**src/rtl/wtsr_pkg.sv**
```systemverilog
// Shared constants, types and a helper function of the temperature statistics responder.
package wtsr_pkg;

  // Depth of the sample window.
  localparam int WINDOW = 100;

  localparam int SAMPLE_W  = 16;
  localparam int SLOT_W    = $clog2(WINDOW);
  localparam int CNT_W     = $clog2(WINDOW + 1);
  localparam int SUM_W     = SAMPLE_W + $clog2(WINDOW);
  localparam int DIV_CNT_W = $clog2(SUM_W + 1);

  // Request kinds carried in req_type.
  localparam logic [1:0] REQ_SAMPLE = 2'd0;
  localparam logic [1:0] REQ_FRAME  = 2'd1;
  localparam logic [1:0] REQ_READ   = 2'd2;

  // Request opcodes.
  localparam logic [7:0] OP_LATEST = 8'd11;
  localparam logic [7:0] OP_MAX    = 8'd21;
  localparam logic [7:0] OP_MIN    = 8'd31;
  localparam logic [7:0] OP_MEAN   = 8'd41;
  localparam logic [7:0] OP_ALL    = 8'd51;

  // Response codes and frame marks.
  localparam logic [7:0] RSP_LATEST = 8'd12;
  localparam logic [7:0] RSP_MAX    = 8'd22;
  localparam logic [7:0] RSP_MIN    = 8'd32;
  localparam logic [7:0] RSP_MEAN   = 8'd42;
  localparam logic [7:0] RSP_ALL    = 8'd52;
  localparam logic [7:0] START_MARK = 8'd60;
  localparam logic [7:0] END_MARK   = 8'd62;

  localparam logic [3:0] LEN_SINGLE = 4'd5;
  localparam logic [3:0] LEN_ALL    = 4'd8;

  // Commands from the controller to the datapath.
  typedef struct packed {
    logic take_sample;
    logic request;
    logic read;
    logic scan;
    logic div_load;
    logic div_step;
    logic div_finish;
  } wtsr_cmd_t;

  // Status from the datapath to the controller.
  typedef struct packed {
    logic scan_done;
    logic div_done;
  } wtsr_status_t;

  // Whole degrees truncated toward zero, low 8 bits kept.
  function automatic logic [7:0] to_degrees(input logic signed [SAMPLE_W-1:0] v);
    logic signed [SAMPLE_W-1:0] adj;
    adj = v + (v[SAMPLE_W-1] ? 16'sd15 : 16'sd0);
    return adj[11:4];
  endfunction

endpackage

```
**src/rtl/wtsr_req_if.sv**
```systemverilog
// Request channel: valid/ready handshake with the request word.
interface wtsr_req_if;
  logic                valid;
  logic                ready;
  logic [1:0]          req_type;
  logic signed [15:0]  sample_value;
  logic [7:0]          first_byte;
  logic [7:0]          op_byte;

  modport source(output valid, req_type, sample_value, first_byte, op_byte, input ready);
  modport sink(input valid, req_type, sample_value, first_byte, op_byte, output ready);
endinterface

```
**src/rtl/wtsr_rsp_if.sv**
```systemverilog
// Response channel: valid/ready handshake with the returned frame byte.
interface wtsr_rsp_if;
  logic       valid;
  logic       ready;
  logic [7:0] out_byte;
  logic [2:0] byte_position;

  modport source(output valid, out_byte, byte_position, input ready);
  modport sink(input valid, out_byte, byte_position, output ready);
endinterface

```
**src/rtl/wtsr_ctrl.sv**
```systemverilog
// Controller state machine: sequences sample scan and division, manages handshakes.
module wtsr_ctrl (
  input  logic                  clk,
  input  logic                  rst,
  input  logic                  req_valid,
  input  logic [1:0]            req_type,
  output logic                  req_ready,
  output logic                  rsp_valid,
  input  logic                  rsp_ready,
  output wtsr_pkg::wtsr_cmd_t   cmd,
  input  wtsr_pkg::wtsr_status_t status
);

  typedef enum logic [3:0] {
    ST_IDLE     = 4'b0001,
    ST_SCAN     = 4'b0010,
    ST_DIV_LOAD = 4'b0100,
    ST_DIV      = 4'b1000
  } state_t;

  state_t state, state_next;
  logic   accept;

  // A new word is taken only while idle and with the response slot free or draining.
  assign req_ready = (state == ST_IDLE) && (!rsp_valid || rsp_ready);
  assign accept    = req_valid && req_ready;

  always_comb begin
    state_next = state;
    cmd        = '0;
    unique case (state)
      ST_IDLE: begin
        if (accept) begin
          case (req_type)
            wtsr_pkg::REQ_SAMPLE: begin
              cmd.take_sample = 1'b1;
              state_next      = ST_SCAN;
            end
            wtsr_pkg::REQ_FRAME: cmd.request = 1'b1;
            wtsr_pkg::REQ_READ:  cmd.read    = 1'b1;
            default: ;
          endcase
        end
      end
      ST_SCAN: begin
        cmd.scan = 1'b1;
        if (status.scan_done) begin
          state_next = ST_DIV_LOAD;
        end
      end
      ST_DIV_LOAD: begin
        cmd.div_load = 1'b1;
        state_next   = ST_DIV;
      end
      ST_DIV: begin
        if (status.div_done) begin
          cmd.div_finish = 1'b1;
          state_next     = ST_IDLE;
        end else begin
          cmd.div_step = 1'b1;
        end
      end
      default: state_next = ST_IDLE;
    endcase
  end

  always_ff @(posedge clk) begin
    if (rst) begin
      state     <= ST_IDLE;
      rsp_valid <= 1'b0;
    end else begin
      state <= state_next;
      if (cmd.read) begin
        rsp_valid <= 1'b1;
      end else if (rsp_ready) begin
        rsp_valid <= 1'b0;
      end
    end
  end

endmodule

```
**src/rtl/wtsr_datapath.sv**
```systemverilog
// Datapath: sample window memory, statistics scan, divider, response frame and read port.
module wtsr_datapath (
  input  logic                              clk,
  input  logic                              rst,
  input  wtsr_pkg::wtsr_cmd_t               cmd,
  output wtsr_pkg::wtsr_status_t            status,
  input  logic signed [wtsr_pkg::SAMPLE_W-1:0] sample_value,
  input  logic [7:0]                        first_byte,
  input  logic [7:0]                        op_byte,
  output logic [7:0]                        out_byte,
  output logic [2:0]                        byte_position
);

  localparam int SAMPLE_W  = wtsr_pkg::SAMPLE_W;
  localparam int SLOT_W    = wtsr_pkg::SLOT_W;
  localparam int CNT_W     = wtsr_pkg::CNT_W;
  localparam int SUM_W     = wtsr_pkg::SUM_W;
  localparam int DIV_CNT_W = wtsr_pkg::DIV_CNT_W;

  // Sample window. Slots at or above the fill count were never written and read as zero.
  logic signed [SAMPLE_W-1:0] mem [wtsr_pkg::WINDOW];
  logic signed [SAMPLE_W-1:0] rd_data;

  logic [SLOT_W-1:0]          write_slot;
  logic [CNT_W-1:0]           sample_count;
  logic signed [SAMPLE_W-1:0] latest_value, max_value, min_value, mean_value;

  // Scan state.
  logic [CNT_W-1:0]           issue_idx;
  logic                       rd_valid, rd_first, rd_live;
  logic signed [SUM_W-1:0]    sum_acc;
  logic signed [SAMPLE_W-1:0] max_acc, min_acc;
  logic signed [SAMPLE_W-1:0] scan_val;

  // Divider state.
  logic [SUM_W-1:0]           dvd;
  logic [CNT_W:0]             rem;
  logic [DIV_CNT_W-1:0]       div_left;
  logic                       div_neg;
  logic [CNT_W:0]             rem_sh;
  logic [SUM_W-1:0]           sum_mag;
  logic [SUM_W-1:0]           quo_signed;

  // Response frame.
  logic [7:0]                 frame [8];
  logic [3:0]                 frame_length;
  logic [2:0]                 read_position;
  logic [7:0]                 rsp_code, rsp_val;
  logic                       op_single;

  logic                       mem_we;
  logic [SLOT_W-1:0]          mem_raddr;

  assign mem_we    = cmd.take_sample;
  assign mem_raddr = issue_idx[SLOT_W-1:0];

  always_ff @(posedge clk) begin
    if (mem_we) begin
      mem[write_slot] <= sample_value;
    end
    rd_data <= mem[mem_raddr];
  end

  assign scan_val  = rd_live ? rd_data : '0;
  assign status.scan_done = (issue_idx == CNT_W'(wtsr_pkg::WINDOW)) && !rd_valid;
  assign status.div_done  = (div_left == '0);

  assign sum_mag    = sum_acc[SUM_W-1] ? SUM_W'(-sum_acc) : SUM_W'(sum_acc);
  assign rem_sh     = {rem[CNT_W-1:0], dvd[SUM_W-1]};
  assign quo_signed = div_neg ? (~dvd + SUM_W'(1)) : dvd;

  always_comb begin
    op_single = 1'b1;
    rsp_code  = wtsr_pkg::RSP_LATEST;
    rsp_val   = wtsr_pkg::to_degrees(latest_value);
    case (op_byte)
      wtsr_pkg::OP_LATEST: ;
      wtsr_pkg::OP_MAX: begin
        rsp_code = wtsr_pkg::RSP_MAX;
        rsp_val  = wtsr_pkg::to_degrees(max_value);
      end
      wtsr_pkg::OP_MIN: begin
        rsp_code = wtsr_pkg::RSP_MIN;
        rsp_val  = wtsr_pkg::to_degrees(min_value);
      end
      wtsr_pkg::OP_MEAN: begin
        rsp_code = wtsr_pkg::RSP_MEAN;
        rsp_val  = wtsr_pkg::to_degrees(mean_value);
      end
      default: op_single = 1'b0;
    endcase
  end

  always_ff @(posedge clk) begin
    if (rst) begin
      write_slot    <= '0;
      sample_count  <= '0;
      latest_value  <= '0;
      max_value     <= '0;
      min_value     <= '0;
      mean_value    <= '0;
      frame_length  <= '0;
      read_position <= '0;
      rd_valid      <= 1'b0;
      issue_idx     <= '0;
      div_left      <= '0;
    end else begin
      if (cmd.take_sample) begin
        write_slot <= (write_slot == SLOT_W'(wtsr_pkg::WINDOW - 1)) ? '0
                                                                   : write_slot + SLOT_W'(1);
        if (sample_count != CNT_W'(wtsr_pkg::WINDOW)) begin
          sample_count <= sample_count + CNT_W'(1);
        end
        latest_value <= sample_value;
        issue_idx    <= '0;
        rd_valid     <= 1'b0;
        sum_acc      <= '0;
      end

      if (cmd.scan) begin
        if (issue_idx != CNT_W'(wtsr_pkg::WINDOW)) begin
          rd_valid  <= 1'b1;
          rd_first  <= (issue_idx == '0);
          rd_live   <= (issue_idx < sample_count);
          issue_idx <= issue_idx + CNT_W'(1);
        end else begin
          rd_valid <= 1'b0;
        end
        if (rd_valid) begin
          sum_acc <= sum_acc + SUM_W'(scan_val);
          if (rd_first) begin
            max_acc <= scan_val;
            min_acc <= scan_val;
          end else if (scan_val > 0) begin
            if (scan_val > max_acc) max_acc <= scan_val;
            if (scan_val < min_acc) min_acc <= scan_val;
          end
        end
      end

      if (cmd.div_load) begin
        max_value <= max_acc;
        min_value <= min_acc;
        dvd       <= sum_mag;
        div_neg   <= sum_acc[SUM_W-1];
        rem       <= '0;
        div_left  <= DIV_CNT_W'(SUM_W);
      end

      // Restoring division, one quotient bit per cycle.
      if (cmd.div_step) begin
        if (rem_sh >= {1'b0, sample_count}) begin
          rem <= rem_sh - {1'b0, sample_count};
          dvd <= {dvd[SUM_W-2:0], 1'b1};
        end else begin
          rem <= rem_sh;
          dvd <= {dvd[SUM_W-2:0], 1'b0};
        end
        div_left <= div_left - DIV_CNT_W'(1);
      end

      if (cmd.div_finish) begin
        mean_value <= (sample_count == '0) ? '0 : quo_signed[SAMPLE_W-1:0];
      end

      if (cmd.request && first_byte == wtsr_pkg::START_MARK) begin
        read_position <= '0;
        if (op_byte == wtsr_pkg::OP_ALL) begin
          frame[0]     <= wtsr_pkg::START_MARK;
          frame[1]     <= wtsr_pkg::RSP_ALL;
          frame[2]     <= 8'(wtsr_pkg::LEN_ALL);
          frame[3]     <= wtsr_pkg::to_degrees(latest_value);
          frame[4]     <= wtsr_pkg::to_degrees(max_value);
          frame[5]     <= wtsr_pkg::to_degrees(min_value);
          frame[6]     <= wtsr_pkg::to_degrees(mean_value);
          frame[7]     <= wtsr_pkg::END_MARK;
          frame_length <= wtsr_pkg::LEN_ALL;
        end else if (op_single) begin
          frame[0]     <= wtsr_pkg::START_MARK;
          frame[1]     <= rsp_code;
          frame[2]     <= 8'(wtsr_pkg::LEN_SINGLE);
          frame[3]     <= rsp_val;
          frame[4]     <= wtsr_pkg::END_MARK;
          frame_length <= wtsr_pkg::LEN_SINGLE;
        end
      end

      if (cmd.read) begin
        if (frame_length == '0) begin
          out_byte      <= '0;
          byte_position <= '0;
        end else begin
          out_byte      <= frame[read_position];
          byte_position <= read_position;
          read_position <= ({1'b0, read_position} + 4'd1 == frame_length) ? '0
                                                                          : read_position + 3'd1;
        end
      end
    end
  end

endmodule

```
**src/rtl/window_temperature_stats_responder.sv**
```systemverilog
// Top level of the temperature window statistics responder.
// A new sample is written into the window, and the next word is taken only after the
// scan and the division are through: one window slot is read from the sample memory
// per cycle to form the sum, maximum and minimum, and the mean comes from a divider
// that produces one quotient bit per cycle. Frame requests and bus reads are handled
// without leaving the idle state; a read's byte waits in an output register, and
// the next word is taken as soon as that register is free or being emptied.
module window_temperature_stats_responder (
  input  logic        clk,
  input  logic        rst,
  wtsr_req_if.sink    req,
  wtsr_rsp_if.source  rsp
);

  wtsr_pkg::wtsr_cmd_t    cmd;
  wtsr_pkg::wtsr_status_t status;

  wtsr_ctrl u_ctrl (
    .clk       (clk),
    .rst       (rst),
    .req_valid (req.valid),
    .req_type  (req.req_type),
    .req_ready (req.ready),
    .rsp_valid (rsp.valid),
    .rsp_ready (rsp.ready),
    .cmd       (cmd),
    .status    (status)
  );

  wtsr_datapath u_datapath (
    .clk           (clk),
    .rst           (rst),
    .cmd           (cmd),
    .status        (status),
    .sample_value  (req.sample_value),
    .first_byte    (req.first_byte),
    .op_byte       (req.op_byte),
    .out_byte      (rsp.out_byte),
    .byte_position (rsp.byte_position)
  );

endmodule

```
**src/flat_wrapper.sv**
```systemverilog
// flat-port wrapper written by rule: the top's interface ports become plain ports
module window_temperature_stats_responder_flat 
  (clk, rst, req_valid, req_req_type, req_sample_value, req_first_byte, req_op_byte, req_ready, rsp_valid, rsp_out_byte, rsp_byte_position, rsp_ready);
  wtsr_req_if req_i ();
  wtsr_rsp_if rsp_i ();
  input  logic clk;
  input  logic rst;
  input wire logic [$bits(req_i.valid)-1:0] req_valid;
  input wire logic [$bits(req_i.req_type)-1:0] req_req_type;
  input wire logic [$bits(req_i.sample_value)-1:0] req_sample_value;
  input wire logic [$bits(req_i.first_byte)-1:0] req_first_byte;
  input wire logic [$bits(req_i.op_byte)-1:0] req_op_byte;
  output wire logic [$bits(req_i.ready)-1:0] req_ready;
  output wire logic [$bits(rsp_i.valid)-1:0] rsp_valid;
  output wire logic [$bits(rsp_i.out_byte)-1:0] rsp_out_byte;
  output wire logic [$bits(rsp_i.byte_position)-1:0] rsp_byte_position;
  input wire logic [$bits(rsp_i.ready)-1:0] rsp_ready;
  assign req_i.valid = req_valid;
  assign req_i.req_type = req_req_type;
  assign req_i.sample_value = req_sample_value;
  assign req_i.first_byte = req_first_byte;
  assign req_i.op_byte = req_op_byte;
  assign req_ready = req_i.ready;
  assign rsp_valid = rsp_i.valid;
  assign rsp_out_byte = rsp_i.out_byte;
  assign rsp_byte_position = rsp_i.byte_position;
  assign rsp_i.ready = rsp_ready;
  window_temperature_stats_responder u_core (.clk(clk), .rst(rst), .req(req_i), .rsp(rsp_i));
endmodule
```
**config.mk**
```make
export PLATFORM = sky130hd
export DESIGN_NAME = window_temperature_stats_responder_flat
export DESIGN_NICKNAME = d
export VERILOG_FILES = /design/src/rtl/wtsr_pkg.sv /design/src/rtl/wtsr_req_if.sv /design/src/rtl/wtsr_rsp_if.sv /design/src/rtl/wtsr_ctrl.sv /design/src/rtl/wtsr_datapath.sv /design/src/rtl/window_temperature_stats_responder.sv /design/src/flat_wrapper.sv
export SDC_FILE = /design/constraint.sdc
export NUM_CORES = 2
export LEC_CHECK = 0
export BUFFER_PORTS_ARGS = -buffer_cell sky130_fd_sc_hd__buf_2
export CAP_MARGIN = 10
export CORE_UTILIZATION = 54
export CTS_CLUSTER_DIAMETER = 80
export DETAILED_ROUTE_END_ITERATION = 8
export PLACE_DENSITY = 0.71
export SYNTH_ARGS = -nofsm -noshare
export SYNTH_HDL_FRONTEND = slang
export SYNTH_HIERARCHICAL = 1
export SYNTH_SLANG_ARGS = --single-unit
export TNS_END_PERCENT = 100
```
**constraint.sdc**
```tcl
create_clock -name clk -period 10.9 [get_ports clk]
set_input_delay 0.545 -clock clk [delete_from_list [all_inputs] [get_ports clk]]
set_output_delay 0.545 -clock clk [all_outputs]
set_load 0.02 [all_outputs]
```
# After elaboration in Yosys (flattened, before gate mapping)
# Memory sizes are Yosys's and may differ from the RTL's. A register that Yosys moved wholly into a read port is not among the register bits.
# Cells that the tools add are included.
[word_totals] reg_bits=194 ramBits=1664 input_bits=38 output_inout_bits=13 mem_count=2
[memory_table] memory="u_core.u_datapath.mem" depth=100 width=16 read_ports=1 rd_ports_with_merged_regs=1 write_ports=1 line_no="wtsr_datapath.sv:21" rtl="logic signed [SAMPLE_W-1:0] mem [wtsr_pkg::WINDOW];"
[memory_table] memory="u_core.u_datapath.frame" depth=8 width=8 read_ports=1 rd_ports_with_merged_regs=1 write_ports=8 line_no="wtsr_datapath.sv:45" rtl="logic [7:0] frame [8];"
[classes] n_addsub=14 n_lt_le_gt_ge=5 n_eq_ne=21 muxes=74 bitwise_logic=7 n_reduce_logical=29
[ops] op="$mux 16" n=9
[ops] op="$mux 23" n=6
[ops] op="$mux 7" n=7
[ops] op="$add 12x5->12" n=4
[ops] op="$mux 4" n=10
[ops] op="$mux 8" n=5
[ops] op="$mux 1" n=25
[ops] op="$eq 8x6->1 const B" n=3
[ops] op="$pmux 8 s3" n=1
[ops] op="$add 23x16->23" n=1
[ops] op="$neg 23->23" n=1
[ops] op="$add 7x1->7 const B" n=3
[ops] op="$mux 3" n=6
[ops] op="$pmux 6 s3" n=1
[ops] op="$add 16x1->16 const B" n=1
[ops] op="$eq 8x5->1 const B" n=2
[ops] op="$gt 16x1->1 const B" n=1
[ops] op="$gt 16x16->1" n=1
[ops] op="$lt 16x16->1" n=1
[ops] op="$not 16->16" n=1
[ops] op="$pmux 4 s4" n=1
[ops] op="$eq 7x7->1 const B" n=2
[ops] op="$logic_not 7->1" n=2
[ops] op="$ne 7x7->1 const B" n=2
[ops] op="32 further kinds" n=54

# Logic depth before layout (Yosys ltp)
[depth] depth_word=11 mapped_depth=14 ltp_nobuf=11

# Modules after synthesis
# Netlist, hierarchy kept.
[by_module_without_submodules] module="wtsr_datapath" instances=1 cells_per_inst=3902 area_per_inst_um2=74590.3 seq_area_each_um2=54091.9
[by_module_without_submodules] module="wtsr_ctrl" instances=1 cells_per_inst=40 area_per_inst_um2=329.1 seq_area_each_um2=100.1

# Worst setup path after synthesis
# Ideal clock, no wire load.
[synth_timing] path_kind="register -> register" from="register u_core.u_datapath.rd_live" to="register u_core.u_datapath.max_acc[0] (enable)" setup_time_ps=414 t_arrival_ps=3367 required_ps=10486 path_slack_ps=7119 path_stages_with_launch=13 synth_period_minus_slack_ps=3781 path_cell_list="edfxtp_1 > clkbuf_1 > clkbuf_1 > and2_1 > ha_1 > a21o_1 > a21o_1 > a21oi_1 > nor2_1 > nor2_1 > o31ai_1 > mux2i_1 > o31ai_1"
[synth_via] elab_chain_len=4
[synth_rtl] element="start, declared" line_no="wtsr_datapath.sv:30" rtl="logic rd_valid, rd_first, rd_live;"
[synth_rtl] element="start signal, assigned" line_no="wtsr_datapath.sv:124" rtl="rd_live <= (issue_idx < sample_count);"
[synth_rtl] element="$mux 16 *" line_no="wtsr_datapath.sv:64" rtl="assign scan_val = rd_live ? rd_data : '0;"
[synth_rtl] element="named net u_core.u_datapath.scan_val[5]" line_no="wtsr_datapath.sv:33" rtl="logic signed [SAMPLE_W-1:0] scan_val;"
[synth_rtl] element="$gt 16x16->1 / $gt 16x1->1 (equally long branches)" line_no="wtsr_datapath.sv:135, wtsr_datapath.sv:134"
[synth_rtl] element="$reduce_bool 2->1 (no source line)"
[synth_rtl] element="$reduce_and 5->1 (no source line) *"
[synth_rtl] element="end signal, assigned" line_no="wtsr_datapath.sv:132" rtl="max_acc <= scan_val;"
[synth_rtl] element="end signal, assigned" line_no="wtsr_datapath.sv:135" rtl="if (scan_val > max_acc) max_acc <= scan_val;"
[synth_rtl] element="end, declared" line_no="wtsr_datapath.sv:32" rtl="logic signed [SAMPLE_W-1:0] max_acc, min_acc;"
# The timed path passes the listed nets; every way through them passes the cells marked *.
# A chain may end at the register's enable or synchronous reset.

==> flow_summary.yaml <==
cts:
  clk_pin_slew_worst_paths_ps: 60
  clock_latency_ps: 810
  clock_sinks: 1843
  post_cts_resized: 0
  post_cts_buffers: 0
  numCtsBuffers: 180
  cts_buffer_depth: 3
  h-tree-depth: 4
  root_buffer: "clkbuf_16"
  cts_tree: "done"
  cts-hold-fix-buffers: 0
timing:
  setup-tns-final_ps: 0
  max_freq_mhz: 230
  slew_headroom_pct: 20.2
  worst_slew_pin_slew_ps: 1200
  grt_setup_unrepaired: "no"
  fin_crit_sh_pct: 39.9
  timing_hold_violations_final: 0
  slew_violations: 0
  finalWorstPathRequiredPeriod_ps: 4350
  setup_viol: 0
  finClkSkew_ps: 47.5
synthesis:
  synth_area_leaders: "edfxtp_1 69%, mux4_2 15%, dfxtp_1 3.1%, mux2i_1 1.4%, ha_1 1.4%"
  synthArstFlopShare_pct: 0
  synth_ff_type: "edfxtp_1"
  synth_seq_area_share_pct: 72.3
  synth_top_cell_by_area: "edfxtp_1"
  syn_area_sq_um: 74900
  synth_seq_cells: 1843
  ys_types: 80
  synth_top_area_share_pct: 69.3
  synth_edf_count: 1728
  synth_cells: 3942
  syn_nets: 4064
  syn_area_per_cell_sq_um: 19.0
  yosys_warnings: 6
pwr:
  power.leakage_nw: 26.1
  powerDensity_nw_per_um2: 169
  ir_worst_vdd_uv: 146
floorplan:
  rows: 136
  ioPinCount: 51
  dieArea_sq_um: 140000
  start_util_pct: 54.5
  coreArea_sq_um: 137000
  die_height_microns: 374
  chipWidth_microns: 374
global_routing:
  grtUsageTotal_pct: 25.8
  grt_first_pass_wirelength_mm: 262
  grt_pass1_vias: 38200
  antenna_found_initial: 3
  overflow: 0
  grt_max_degree: 134
drt:
  drt_iter0_markers: 4900
  drcViolationCount: 0
  dr.pass1.iters: 5
  wl_mm: 179
  vias_per_cell: 6.41
  drtAntennaViolNets: 0
  vias: 38800
  wl_per_cell_microns: 29.5
critical_path:
  critPathCaptureType: "register"
  crit_fanout: 95
  r2r_slack_ps: 6550
  start_kind: "register"
  cp_slowest_cell: "buf_4"
  crit_type: "reg -> reg"
  critPathMaxStageDelay_ps: 730
  cp_common_cell: "mux4_2"
  crit_buf_inv: 2
  required_ps: 11570
  worstPathArrival_ps: 5030
  path_cells: "buf_4 > buf_12 > mux4_2 > mux4_2 > mux2i_1 > o22a_1 > o21ai_0"
  path_delay_family: "multiplexers"
placed_design:
  hpwlAfterDp_mm: 106
  portBuffers: 50
  dp_cells: 5729
  gp_congestion: 0.843
  post_dp_cell_area_sq_um: 77800
cells_and_area:
  area_growth_pct: 11.6
  final_cell_mix: "1728 x edfxtp_1, 488 x mux4_2, 255 x nor2_1"
  layout-drive-gt1-share_pct: 22.9
  stdcell_area_sq_um: 83600
  finalNonFillerCells: 6061
  nets: 4239
  final_common_cell: "edfxtp_1"
hold_path:
  hp-class: "in -> reg"
status:
  status: "finished, final reports clean"
job:
  maxCapViolations: 0
==> cells in the mapped netlist, types with 7 or more instances <==
master / count
nor3_1: 25
nand2b_1: 24
buf_2: 51
nand2_1: 150
o22a_1: 7
nor4_1: 8
xnor2_1: 47
nand4_1: 31
mux4_2: 488
ha_1: 83
a21oi_1: 87
and3_1: 13
o31ai_1: 11
o21a_1: 7
or3_1: 10
inv_1: 69
nor2_1: 256
buf_1: 14
clkbuf_1: 130
nand3_1: 60
dfxtp_1: 115
o21ai_0: 107
nor2b_1: 43
buf_4: 10
nor3b_1: 12
a21o_1: 28
xor2_1: 51
and2_1: 21
mux2i_1: 108
a31oi_1: 10
edfxtp_1: 1728
mux2_2: 9
o211ai_1: 17
==> final timing paths <==
| path | from | end | cells past startpoint |
|---|---|---|---|
| worst max-delay path | u_core/u_datapath/issue_idx[0] | u_core/u_datapath/rd_data[5] | 7 |
| worst min-delay path | req_sample_value[3] | u_core/u_datapath/mem[50][3] | 1 |
| worst max register to register | u_core/u_datapath/issue_idx[0] | u_core/u_datapath/rd_data[5] | 7 |
| worst min register to register | u_core/u_datapath/frame[4][2] | u_core/u_datapath/frame[4][2] | 2 |
==> cell families after synthesis <==
logic type / after synthesis / synth area share [%]
and+or+nand+nor: 679 / 4.29
adders and majority gates: 87 / 1.45
AOI/OAI and AO/OA: 355 / 3.02
xor gates and xnor gates: 98 / 1.15
DFF: 1843 / 72.3
buffers and inverters: 275 / 1.51
muxes: 605 / 16.2
==> through the flow <==
step | hold slack (ps) | worst slack, ps | power (mW) | util, %
after floorplan | 437 | 7120 | 8.06 | -
after global placement | 447 | 6480 | 8.23 | 56.6
after detailed placement | 451 | 6480 | 8.24 | 56.6
after CTS | 13.8 | 6470 | 14.2 | 60.8
after global routing | 50.9 | 6290 | 14.5 | 60.8
final | 61.6 | 6550 | 14.1 | 60.8
==> area by class of cell <==
type | instances | area, sq um
Tap cell | 1794 | 2240
Clock inverter | 87 | 815
Fill cell | 9617 | 53900
Sequential cell | 1843 | 54200
Inverter | 70 | 263
Antenna cell | 1 | 2.50
Timing Repair Buffer | 198 | 1480
Clock buffer | 244 | 4950
Multi-Input combinational cell | 1824 | 19600
==> where the power goes <==
group	total, mW	leakage [nW]	internal [mW]	switching [mW]
sequential	7.77	16.5	7.75	0.0237
clock	6.04	2.81	3.41	2.63
combinational	0.316	6.81	0.0913	0.224
total	14.1	26.1	11.3	2.88
==> flip-flops by register name, indices dropped and copies added (netlist names), 8 cells and up <==
| register | cells |
|---|---|
| u_core/u_datapath/min_acc | 16 |
| u_core/u_datapath/out_byte | 8 |
| u_core/u_datapath/min_value | 13 |
| u_core/u_datapath/frame | 39 |
| u_core/u_datapath/max_acc | 16 |
| u_core/u_datapath/sum_acc | 23 |
| u_core/u_datapath/mem | 1600 |
| u_core/u_datapath/mean_value | 13 |
| u_core/u_datapath/latest_value | 13 |
| u_core/u_datapath/dvd | 23 |
| u_core/u_datapath/max_value | 13 |
| u_core/u_datapath/rd_data | 16 |
==> worst reg2reg max path: cells and delay by family, from the launching register on <==
kind | cells | cell delay [ps]
multiplexers | 3 | 1890
flip-flops | 1 | 490
buffers and inverters | 2 | 1410
AO/OA/AOI/OAI | 2 | 460
==> routing by layer <==
layer | track usage (%) | routed length, microns | vias up
li1 | - | - | 16300
met1 | 37.3 | 72600 | 20300
met2 | 39.9 | 84200 | 1899
met3 | 4.96 | 16000 | 313
met4 | 8.29 | 5640 | 4
met5 | 0 | 52 | -
Power figures use the tool's default switching activity.
